===== src/rtl/rvd_pkg.sv =====
// Package with the opcodes, operation codes, status codes and result type of the decoder.
`timescale 1ns / 1ps

package rvd_pkg;

  localparam logic [6:0] OPC_OP     = 7'b0110011;
  localparam logic [6:0] OPC_OPIMM  = 7'b0010011;
  localparam logic [6:0] OPC_LUI    = 7'b0110111;
  localparam logic [6:0] OPC_AUIPC  = 7'b0010111;
  localparam logic [6:0] OPC_BRANCH = 7'b1100011;
  localparam logic [6:0] OPC_JAL    = 7'b1101111;
  localparam logic [6:0] OPC_JALR   = 7'b1100111;
  localparam logic [6:0] OPC_FENCE  = 7'b0001111;
  localparam logic [6:0] OPC_SYSTEM = 7'b1110011;
  localparam logic [6:0] OPC_LOAD   = 7'b0000011;
  localparam logic [6:0] OPC_STORE  = 7'b0100011;

  localparam logic [6:0] F7_BASE = 7'b0000000;
  localparam logic [6:0] F7_ALT  = 7'b0100000;

  localparam logic [2:0] F3_ADD  = 3'b000;
  localparam logic [2:0] F3_SLL  = 3'b001;
  localparam logic [2:0] F3_SLT  = 3'b010;
  localparam logic [2:0] F3_SLTU = 3'b011;
  localparam logic [2:0] F3_XOR  = 3'b100;
  localparam logic [2:0] F3_SR   = 3'b101;
  localparam logic [2:0] F3_OR   = 3'b110;
  localparam logic [2:0] F3_AND  = 3'b111;
  localparam logic [2:0] F3_WORD = 3'b010;

  localparam logic [2:0] F3_BEQ  = 3'b000;
  localparam logic [2:0] F3_BNE  = 3'b001;
  localparam logic [2:0] F3_BLT  = 3'b100;
  localparam logic [2:0] F3_BGE  = 3'b101;
  localparam logic [2:0] F3_BLTU = 3'b110;
  localparam logic [2:0] F3_BGEU = 3'b111;

  typedef enum logic [4:0] {
    OP_NONE, OP_ADD, OP_SUB, OP_SLL, OP_SLT, OP_SLTU, OP_XOR, OP_SRL, OP_SRA,
    OP_OR, OP_AND, OP_ADDI, OP_SLTI, OP_SLTIU, OP_XORI, OP_ORI, OP_ANDI,
    OP_SLLI, OP_SRLI, OP_SRAI, OP_LUI, OP_AUIPC, OP_BEQ, OP_BNE, OP_BLT,
    OP_BGE, OP_BLTU, OP_BGEU, OP_JAL, OP_JALR, OP_LW, OP_SW
  } op_e;

  typedef enum logic [1:0] {
    ST_OK      = 2'd0,
    ST_IGNORED = 2'd1,
    ST_ILLEGAL = 2'd2
  } status_e;

  typedef struct packed {
    op_e         operation;
    logic [4:0]  dest_reg;
    logic [4:0]  src1_reg;
    logic [4:0]  src2_reg;
    logic [31:0] immediate;
    status_e     status;
  } rvd_result_t;

  function automatic logic [31:0] sext12(input logic [11:0] v);
    return {{20{v[11]}}, v};
  endfunction

endpackage


===== src/rtl/rvd_decode.sv =====
// Combinational decode of one RV32I instruction word into operation, registers and immediate.
`timescale 1ns / 1ps

module rvd_decode import rvd_pkg::*; (
  input  logic [31:0]  instr_i,
  output rvd_result_t  result_o
);

  logic [6:0] opc;
  logic [2:0] f3;
  logic [6:0] f7;
  logic [4:0] rd;
  logic [4:0] r1;
  logic [4:0] r2;

  assign opc = instr_i[6:0];
  assign rd  = instr_i[11:7];
  assign f3  = instr_i[14:12];
  assign r1  = instr_i[19:15];
  assign r2  = instr_i[24:20];
  assign f7  = instr_i[31:25];

  always_comb begin
    // Everything is zero unless the format uses it; unknown opcodes stay illegal.
    result_o.operation = OP_NONE;
    result_o.dest_reg  = '0;
    result_o.src1_reg  = '0;
    result_o.src2_reg  = '0;
    result_o.immediate = '0;
    result_o.status    = ST_ILLEGAL;
    case (opc)
      OPC_OP: begin
        result_o.status   = ST_OK;
        result_o.dest_reg = rd;
        result_o.src1_reg = r1;
        result_o.src2_reg = r2;
        case (f3)
          F3_ADD: begin
            if (f7 == F7_ALT) begin
              result_o.operation = OP_SUB;
            end else if (f7 == F7_BASE) begin
              result_o.operation = OP_ADD;
            end else begin
              result_o.status   = ST_ILLEGAL;
              result_o.dest_reg = '0;
              result_o.src1_reg = '0;
              result_o.src2_reg = '0;
            end
          end
          F3_SLL:  result_o.operation = OP_SLL;
          F3_SLT:  result_o.operation = OP_SLT;
          F3_SLTU: result_o.operation = OP_SLTU;
          F3_XOR:  result_o.operation = OP_XOR;
          F3_SR:   result_o.operation = (f7 == F7_ALT) ? OP_SRA : OP_SRL;
          F3_OR:   result_o.operation = OP_OR;
          F3_AND:  result_o.operation = OP_AND;
          default: result_o.operation = OP_NONE;
        endcase
      end
      OPC_OPIMM: begin
        result_o.status    = ST_OK;
        result_o.dest_reg  = rd;
        result_o.src1_reg  = r1;
        result_o.immediate = sext12(instr_i[31:20]);
        case (f3)
          F3_ADD:  result_o.operation = OP_ADDI;
          F3_SLT:  result_o.operation = OP_SLTI;
          F3_SLTU: result_o.operation = OP_SLTIU;
          F3_XOR:  result_o.operation = OP_XORI;
          F3_OR:   result_o.operation = OP_ORI;
          F3_AND:  result_o.operation = OP_ANDI;
          F3_SLL: begin
            result_o.operation = OP_SLLI;
            result_o.immediate = {27'd0, r2};
          end
          F3_SR: begin
            result_o.operation = (f7 == F7_ALT) ? OP_SRAI : OP_SRLI;
            result_o.immediate = {27'd0, r2};
          end
          default: result_o.operation = OP_NONE;
        endcase
      end
      OPC_LUI: begin
        result_o.status    = ST_OK;
        result_o.operation = OP_LUI;
        result_o.dest_reg  = rd;
        result_o.immediate = {12'd0, instr_i[31:12]};
      end
      OPC_AUIPC: begin
        result_o.status    = ST_OK;
        result_o.operation = OP_AUIPC;
        result_o.dest_reg  = rd;
        result_o.immediate = {12'd0, instr_i[31:12]};
      end
      OPC_BRANCH: begin
        result_o.status    = ST_OK;
        result_o.src1_reg  = r1;
        result_o.src2_reg  = r2;
        result_o.immediate = {{19{instr_i[31]}}, instr_i[31], instr_i[7],
                              instr_i[30:25], instr_i[11:8], 1'b0};
        case (f3)
          F3_BEQ:  result_o.operation = OP_BEQ;
          F3_BNE:  result_o.operation = OP_BNE;
          F3_BLT:  result_o.operation = OP_BLT;
          F3_BGE:  result_o.operation = OP_BGE;
          F3_BLTU: result_o.operation = OP_BLTU;
          F3_BGEU: result_o.operation = OP_BGEU;
          default: begin
            // The two unused branch encodings are illegal and carry nothing.
            result_o.status    = ST_ILLEGAL;
            result_o.src1_reg  = '0;
            result_o.src2_reg  = '0;
            result_o.immediate = '0;
          end
        endcase
      end
      OPC_JAL: begin
        result_o.status    = ST_OK;
        result_o.operation = OP_JAL;
        result_o.dest_reg  = rd;
        result_o.immediate = {{11{instr_i[31]}}, instr_i[31], instr_i[19:12],
                              instr_i[20], instr_i[30:21], 1'b0};
      end
      OPC_JALR: begin
        result_o.status    = ST_OK;
        result_o.operation = OP_JALR;
        result_o.dest_reg  = rd;
        result_o.src1_reg  = r1;
        result_o.immediate = sext12(instr_i[31:20]);
      end
      OPC_LOAD: begin
        if (f3 == F3_WORD) begin
          result_o.status    = ST_OK;
          result_o.operation = OP_LW;
          result_o.dest_reg  = rd;
          result_o.src1_reg  = r1;
          result_o.immediate = sext12(instr_i[31:20]);
        end else begin
          result_o.status = ST_IGNORED;
        end
      end
      OPC_STORE: begin
        if (f3 == F3_WORD) begin
          result_o.status    = ST_OK;
          result_o.operation = OP_SW;
          result_o.src1_reg  = r1;
          result_o.src2_reg  = r2;
          result_o.immediate = sext12({f7, rd});
        end else begin
          result_o.status = ST_IGNORED;
        end
      end
      OPC_FENCE, OPC_SYSTEM: begin
        result_o.status = ST_IGNORED;
      end
      default: begin
        result_o.status = ST_ILLEGAL;
      end
    endcase
  end

endmodule


===== src/rtl/rv32i_instruction_decoder_unit.sv =====
// Top level of the RV32I instruction decoder: input register, decode logic and result register.
`timescale 1ns / 1ps

// The decoder takes one instruction word per clock: a request is accepted whenever start_i is
// high and busy_o is low, and busy_o is high during reset and in the first cycle after reset is
// released. Each request gives exactly one result, shown for one cycle with done_o high; the
// receiver cannot hold it off, and since the path is a plain two-register pipeline with no stall,
// nothing is ever lost. The latency is set by the input register and the result register around
// the decode logic. Status tells a decoded word from an ignored one (fences, system instructions,
// loads and stores other than word size) and from an illegal one.
module rv32i_instruction_decoder_unit import rvd_pkg::*; (
  input  logic               clk_i,
  input  logic               rst_ni,
  input  logic               start_i,
  output logic               busy_o,
  input  logic [31:0]        instruction_i,
  output logic               done_o,
  output logic [4:0]         operation_o,
  output logic [4:0]         dest_reg_o,
  output logic [4:0]         src1_reg_o,
  output logic [4:0]         src2_reg_o,
  output logic signed [31:0] immediate_o,
  output logic [1:0]         status_o
);

  logic        ready_q;
  logic        valid_q;
  logic        done_q;
  logic [31:0] instr_q;
  rvd_result_t dec;
  rvd_result_t result_q;
  logic        accept;

  assign accept = start_i && ready_q;

  always_ff @(posedge clk_i or negedge rst_ni) begin
    if (!rst_ni) begin
      ready_q <= 1'b0;
      valid_q <= 1'b0;
      done_q  <= 1'b0;
    end else begin
      ready_q <= 1'b1;
      valid_q <= accept;
      done_q  <= valid_q;
    end
  end

  always_ff @(posedge clk_i) begin
    if (accept) begin
      instr_q <= instruction_i;
    end
    if (valid_q) begin
      result_q <= dec;
    end
  end

  rvd_decode u_decode (
    .instr_i  (instr_q),
    .result_o (dec)
  );

  assign busy_o      = !ready_q;
  assign done_o      = done_q;
  assign operation_o = result_q.operation;
  assign dest_reg_o  = result_q.dest_reg;
  assign src1_reg_o  = result_q.src1_reg;
  assign src2_reg_o  = result_q.src2_reg;
  assign immediate_o = signed'(result_q.immediate);
  assign status_o    = result_q.status;

  // Every accepted request leaves the pipeline through the input register and the result register.
  a_request_done: assert property (@(posedge clk_i) disable iff (!rst_ni)
    (start_i && !busy_o) |-> ##2 done_o)
    else $error("accepted request gave no result two cycles later");

  // A result never appears without an earlier accepted request.
  a_no_phantom: assert property (@(posedge clk_i) disable iff (!rst_ni)
    done_o |-> $past(accept, 2))
    else $error("result without a request");

  // Ignored and illegal words carry no operation, registers or immediate.
  a_reject_clean: assert property (@(posedge clk_i) disable iff (!rst_ni)
    (done_o && status_o != ST_OK) |->
      (operation_o == OP_NONE && dest_reg_o == 5'd0 && src1_reg_o == 5'd0 &&
       src2_reg_o == 5'd0 && immediate_o == 32'sd0))
    else $error("rejected word carries decoded fields");

  // Branch offsets are even and branches write no register.
  a_branch_form: assert property (@(posedge clk_i) disable iff (!rst_ni)
    (done_o && operation_o >= OP_BEQ && operation_o <= OP_BGEU) |->
      (immediate_o[0] == 1'b0 && dest_reg_o == 5'd0))
    else $error("malformed branch result");

  // Upper immediates are the raw twenty bits, never sign-extended.
  a_upper_raw: assert property (@(posedge clk_i) disable iff (!rst_ni)
    (done_o && (operation_o == OP_LUI || operation_o == OP_AUIPC)) |->
      (immediate_o[31:20] == 12'd0))
    else $error("upper immediate has high bits set");

endmodule

===== config.mk =====
export PLATFORM = sky130hd
export DESIGN_NAME = rv32i_instruction_decoder_unit
export DESIGN_NICKNAME = d
export VERILOG_FILES = /design/src/rtl/rvd_pkg.sv /design/src/rtl/rvd_decode.sv /design/src/rtl/rv32i_instruction_decoder_unit.sv
export SDC_FILE = /design/constraint.sdc
export NUM_CORES = 1
export LEC_CHECK = 0
export ABC_CLOCK_PERIOD_IN_PS = 7600
export BUFFER_PORTS_ARGS = -buffer_cell sky130_fd_sc_hd__buf_4
export CAP_MARGIN = 0
export CORE_MARGIN = 2
export CORE_UTILIZATION = 35
export DETAILED_ROUTE_END_ITERATION = 10
export PLACE_DENSITY_LB_ADDON = 0.12
export SLEW_MARGIN = 20
export SYNTH_ARGS = -nofsm -noshare
export SYNTH_HDL_FRONTEND = slang
export SYNTH_HIERARCHICAL = 1
export SYNTH_SLANG_ARGS = --single-unit

===== constraint.sdc =====
create_clock -name clk_i -period 7.6 [get_ports clk_i]
set_input_delay 1.14 -clock clk_i [delete_from_list [all_inputs] [get_ports clk_i]]
set_output_delay 1.14 -clock clk_i [all_outputs]
set_load 0.005 [all_outputs]

# --- After elaboration in Yosys (flattened, before gate mapping) ---
# Index checks and enable logic that the tools add are counted.
totals:
  regBits: 89
  latchBits: 0
  ram_bits: 0
  rom_bits: 0
  input_bits: 35
  out_inout_bits: 56
  n_memories: 0
op_classes:
  add_sub_neg: 0
  mul: 0
  n_div: 0
  order_cmp: 0
  eq_ne: 19
  n_shift: 0
  mux: 26
  n_bitwise: 0
  n_reduce_logical: 11
op_table:
  columns: ["cell", "count"]
  rows:
  - ["case mux 32 bit (7 select lines)", 1]
  - ["case mux 5 bit (8 select lines)", 2]
  - ["2-to-1 mux 32 bit", 2]
  - ["2-to-1 mux 15 bit", 4]
  - ["case mux 5 bit (9 select lines)", 1]
  - ["2-to-1 mux 44 bit", 1]
  - ["2-to-1 mux 42 bit", 1]
  - ["case mux 5 bit (3 select lines)", 2]
  - ["case mux 5 bit (6 select lines)", 1]
  - ["== test 7 x 6 -> 1 bit (second input constant)", 4]
  - ["== test 7 bit (second input constant)", 4]
  - ["case mux 5 bit (5 select lines)", 1]
  - ["== test 7 x 5 -> 1 bit (second input constant)", 2]
  - ["== test 3 bit (second input constant)", 4]
  - ["2-to-1 mux 5 bit", 2]
  - ["case mux 2 bit (5 select lines)", 1]
  - ["OR reduction 2 bit", 5]
  - ["== test 7 x 2 -> 1 bit (second input constant)", 1]
  - ["== test 7 x 4 -> 1 bit (second input constant)", 1]
  - ["zero test 7 bit", 1]
  - ["== test 3 x 2 -> 1 bit (second input constant)", 2]
  - ["2-to-1 mux 2 bit", 3]
  - ["OR reduction 6 bit", 1]
  - ["OR reduction 5 bit", 1]
  - ["other kinds (6)", 8]

# --- Logic depth before layout (Yosys ltp) ---
depth:
  word_depth: 5
  ltp_mapped: 8
  ltp_nobuf: 6

# --- Cells and area by module ---
# Netlist, hierarchy kept.
by_module_without_submodules:
  columns: ["module", "instances", "cells_each", "area_per_inst_um2", "seq_area_each_um2"]
  rows:
  - ["rv32i_instruction_decoder_unit", 1, 92, 2671.3, 2657.5]
  - ["rvd_decode", 1, 192, 1365.1, 0.0]

# --- Least setup slack after synthesis ---
# OpenSTA, ideal clock, no wires.
synth_path:
  kind: "register to register"
  start: "reg instr_q[14]"
  end: "reg result_q (netlist bit immediate_o[21]) (data pin)"
  arrival_time_ns: 2.140
  required_time_ns: 7.349
  slack_ns: 5.209
  stages_incl_launch_ff: 9
  synth_period_minus_slack_ns: 2.391
  path_cell_list: "edfxtp_1 buf_2 inv_1 ha_1 and4bb_4 a21o_1 a211o_2 and2_1 buf_4"
synth_lines:
  columns: ["item", "line_no", "source"]
  rows:
  - ["start: declaration", "rv32i_instruction_decoder_unit.sv:29", "logic [31:0] instr_q;"]
  - ["start signal: assignment", "rv32i_instruction_decoder_unit.sv:50", "instr_q <= instruction_i;"]
  - ["end signal: assignment", "rv32i_instruction_decoder_unit.sv:53", "result_q <= dec;"]
  - ["end: declaration", "rv32i_instruction_decoder_unit.sv:31", "rvd_result_t result_q;"]

# --- Final worst setup path ---
layout_path:
  start: "reg instr_q[2]"
  end: "reg result_q (netlist bit immediate_o[29]) (data pin)"
layout_between:
  elab_chain_cells: 3
  word_cells_on_any_way: 10
  classes_between: "eq/ne: 8; mux: 1; reduce/logical: 1"
layout_lines:
  columns: ["item", "line_no", "source"]
  rows:
  - ["== test 7 x 6 -> 1 bit or == test 7 x 5 -> 1 bit (tied branches)", "rvd_decode.sv:31", "case (opc)"]
  - ["OR reduction 2 bit (no source line)", null, null]
  - ["case mux 32 bit (7 select lines) (*)", "rvd_decode.sv:31", null]
# Every way passes the cells marked *; elsewhere a longest branch is shown, timed or not.
# A chain may end at the register's enable or synchronous reset.

==> results_dict.tcl <==
set metrics [dict create \
    outcome "finished clean" \
    cp_data_arrival_time_ns 2.81 \
    rows 39 \
    async_flop_share 0.0337 \
    overflow 0 \
    synth_warnings 6 \
    yosys.area.top_type "edfxtp_1" \
    crit_required_ns 7.72 \
    diodes 0 \
    path_cells "nand4bb_1 > nor4b_4 > a211o_2 > and2_1" \
    antenna_found_initial 0 \
    numCtsBuffers 9 \
    synth.top_cell.area_share 0.640 \
    htree_levels 3 \
    final_util 0.448 \
    fmax_ghz 0.372 \
    synth_cell_type_count 59 \
    die_h_um 111 \
    wire_per_inst_um 19.1 \
    synth_top_family_by_area "compound AO/OA/AOI/OAI gates" \
    synth.net_count 324 \
    critPathBufInv 0 \
    critPathMaxStageDelay_ns 0.67 \
    rsz0062_at_grt "false" \
    fin_ws_ns 4.91 \
    cp_top_family "simple AND/OR/NAND/NOR gates" \
    period_needed_ns 2.69 \
    swShare 0.228 \
    nets 406 \
    finalCritPeriodShare 0.354 \
    cts_setup_buffers 0 \
    drt-total-wl_um 9840 \
    final_cell_area_um2 5070 \
    portBuffers 90 \
    timing.rr.start "instr_q[2]" \
    p_leak_nw 2.03 \
    fillers 1046 \
    ff2ff_setup_slack_ns 4.91 \
    clock_sinks 89 \
    dpl.cell_count 498 \
    vdd_ir_drop_max_v 0.0000995 \
    worst_pin_slew_ns 0.760 \
    cts_resized 0 \
    finalPower_mw 1.04 \
    synth_ff_type "edfxtp_1" \
    yosysSeqAreaShare 0.658 \
    cp-start-kind "flip-flop" \
    cp_slowest_cell "nor4b_4" \
    max-cap-violations 0 \
    clock_path_buffers 2 \
    worstPathMaxFanout 13 \
    syn_area_um2 4040 \
    cts_tree "built" \
    cts-root-buf "clkbuf_16" \
    final_cell_mix "buf_4 (93), edfxtp_1 (86), o21ai_0 (16)" \
    drt_iter0_drc 240 \
    grt_start_max_net_pins 46 \
    grt_pass1_vias 2703 \
    drv_slew 0 \
    seqPwrFrac 0.543 \
    yosys_register_bits 89 \
    clock_latency_ns 0.34 \
    finalHoldViolCount 0 \
    multi_input_area_um2 1210 \
    fin_tns_setup_ns 0 \
    via_per_inst 5.30 \
    p_int_mw 0.802 \
    regArea_um2 2660 \
    firstDrtPassIters 4 \
    crit_path_end_kind "flip-flop" \
    clock_skew_ns 0.00453 \
    syn_inst 284 \
    synth_edf_count 86 \
    power_density_nw_per_um2 205 \
    synth.area.top_cells "edfxtp_1 (64%), buf_4 (2.4%), o21ai_0 (2.0%)" \
    clkPwrFrac 0.408 \
    mostFrequentLayoutCell "buf_4" \
    hp-class "input pin to asynchronous set/reset pin" \
    combPwrFrac 0.050 \
    path_clk_slew_ns 0.07 \
    drive_above_1_share 0.334 \
    whs_ns 0.575 \
    die_area_um2 12400 \
    dp_worst_setup_slack_ns 4.94 \
    die_w_um 111 \
    yosys.area_share.simple 0.129 \
    area_delta_synth_final_pct 25.5 \
    synth_xor_area_frac 0.00217 \
    timing.rr.end "immediate_o[29]" \
    ant_nets 0 \
    vias 2725 \
    ff2ff_path_depth 4 \
    criticalPathCategory "flip-flop to flip-flop" \
    placed_cell_area_um2 4780 \
    setup_viol_count_final 0 \
    drc_errors 0 \
    p_switching_mw 0.237 \
    grt_pass1_wl_um 15300 \
    gp_congestion 0.906 \
    synthMuxAreaShare 0 \
    hpwl_um 7060 \
    avgSynthCellArea_um2 14.2 \
    initial_core_util 0.357 \
    synth-compound-area-share 0.150 \
    crit_cells 4 \
    layout.cells.non_filler 514 \
    yosys.area_share.adder 0.0180 \
    grt_usage 0.162 \
    core_area_um2 11300 \
    io-pin-count 91 \
    cts_hold_buf 0 \
    relSlewSlack 0.493 \
]
## metal layers
metal	wire, µm	GRT usage
met5	0	0
met4	138	0.0708
met3	529	0.0327
met2	4590	0.248
met1	4580	0.225
## Yosys cell counts, drive strengths merged, types with 4 or more instances
| cell type | count |
|---|---|
| a211o | 5 |
| a21boi | 7 |
| a21oi | 8 |
| a221o | 4 |
| a22o | 6 |
| a22oi | 9 |
| and2 | 6 |
| and3b | 4 |
| buf | 17 |
| clkbuf | 5 |
| edfxtp | 86 |
| ha | 5 |
| inv | 8 |
| nand2 | 7 |
| nand2b | 5 |
| nand3 | 4 |
| nor2 | 7 |
| nor2b | 7 |
| nor3 | 5 |
| nor3b | 9 |
| o211ai | 4 |
| o21ai | 17 |
## worst register-to-register path: stages, from the launching register on
cell and delay, ns:
edfxtp_1 0.55, nand4bb_1 0.63, nor4b_4 0.67, a211o_2 0.27, and2_1 0.36
## cell families after synthesis
group,count (synthesis)
DFF,89
and+or+nand+nor,76
AOI/OAI and AO/OA,81
other,1
buffers and inverters,30
xor gates and xnor gates,1
adders and majority gates,6
## sequential cells by signal, indices dropped and copies added (netlist names)
signal / count
status_o: 2
done_o: 1
dest_reg_o: 5
valid_q: 1
src2_reg_o: 5
ready_q: 1
operation_o: 5
immediate_o: 32
src1_reg_o: 5
instr_q: 32
## power groups by stage
stage	Clock [mW]	Sequential, mW	Combinational [mW]
detailed placement	0	0.575	0.0520
global route	0.460	0.565	0.0570
global placement	0	0.575	0.0522
floorplan	0	0.570	0.0267
finish	0.424	0.564	0.0518
CTS	0.438	0.564	0.0521
## layout make-up
class | count | share of cell area
sequential | 89 | 0.525
multi-input combinational | 165 | 0.239
clock buffer | 9 | 0.0444
timing repair buffer | 93 | 0.138
inverter | 8 | 0.00593
clock inverter | 7 | 0.0126
tap | 143 | 0.0353
## worst max path at each step
stage                     slack [ns]        start         endpoint
after floorplan                 5.21  instr_q[14]  immediate_o[21]
after detailed placement        4.94   instr_q[2]  immediate_o[27]
after CTS                       4.93   instr_q[2]  immediate_o[23]
after global routing            4.73   instr_q[2]  immediate_o[23]
final                           4.91   instr_q[2]  immediate_o[29]
after global placement          5.04   instr_q[2]  immediate_o[27]
No activity file was read; power rests on OpenSTA's default activity.
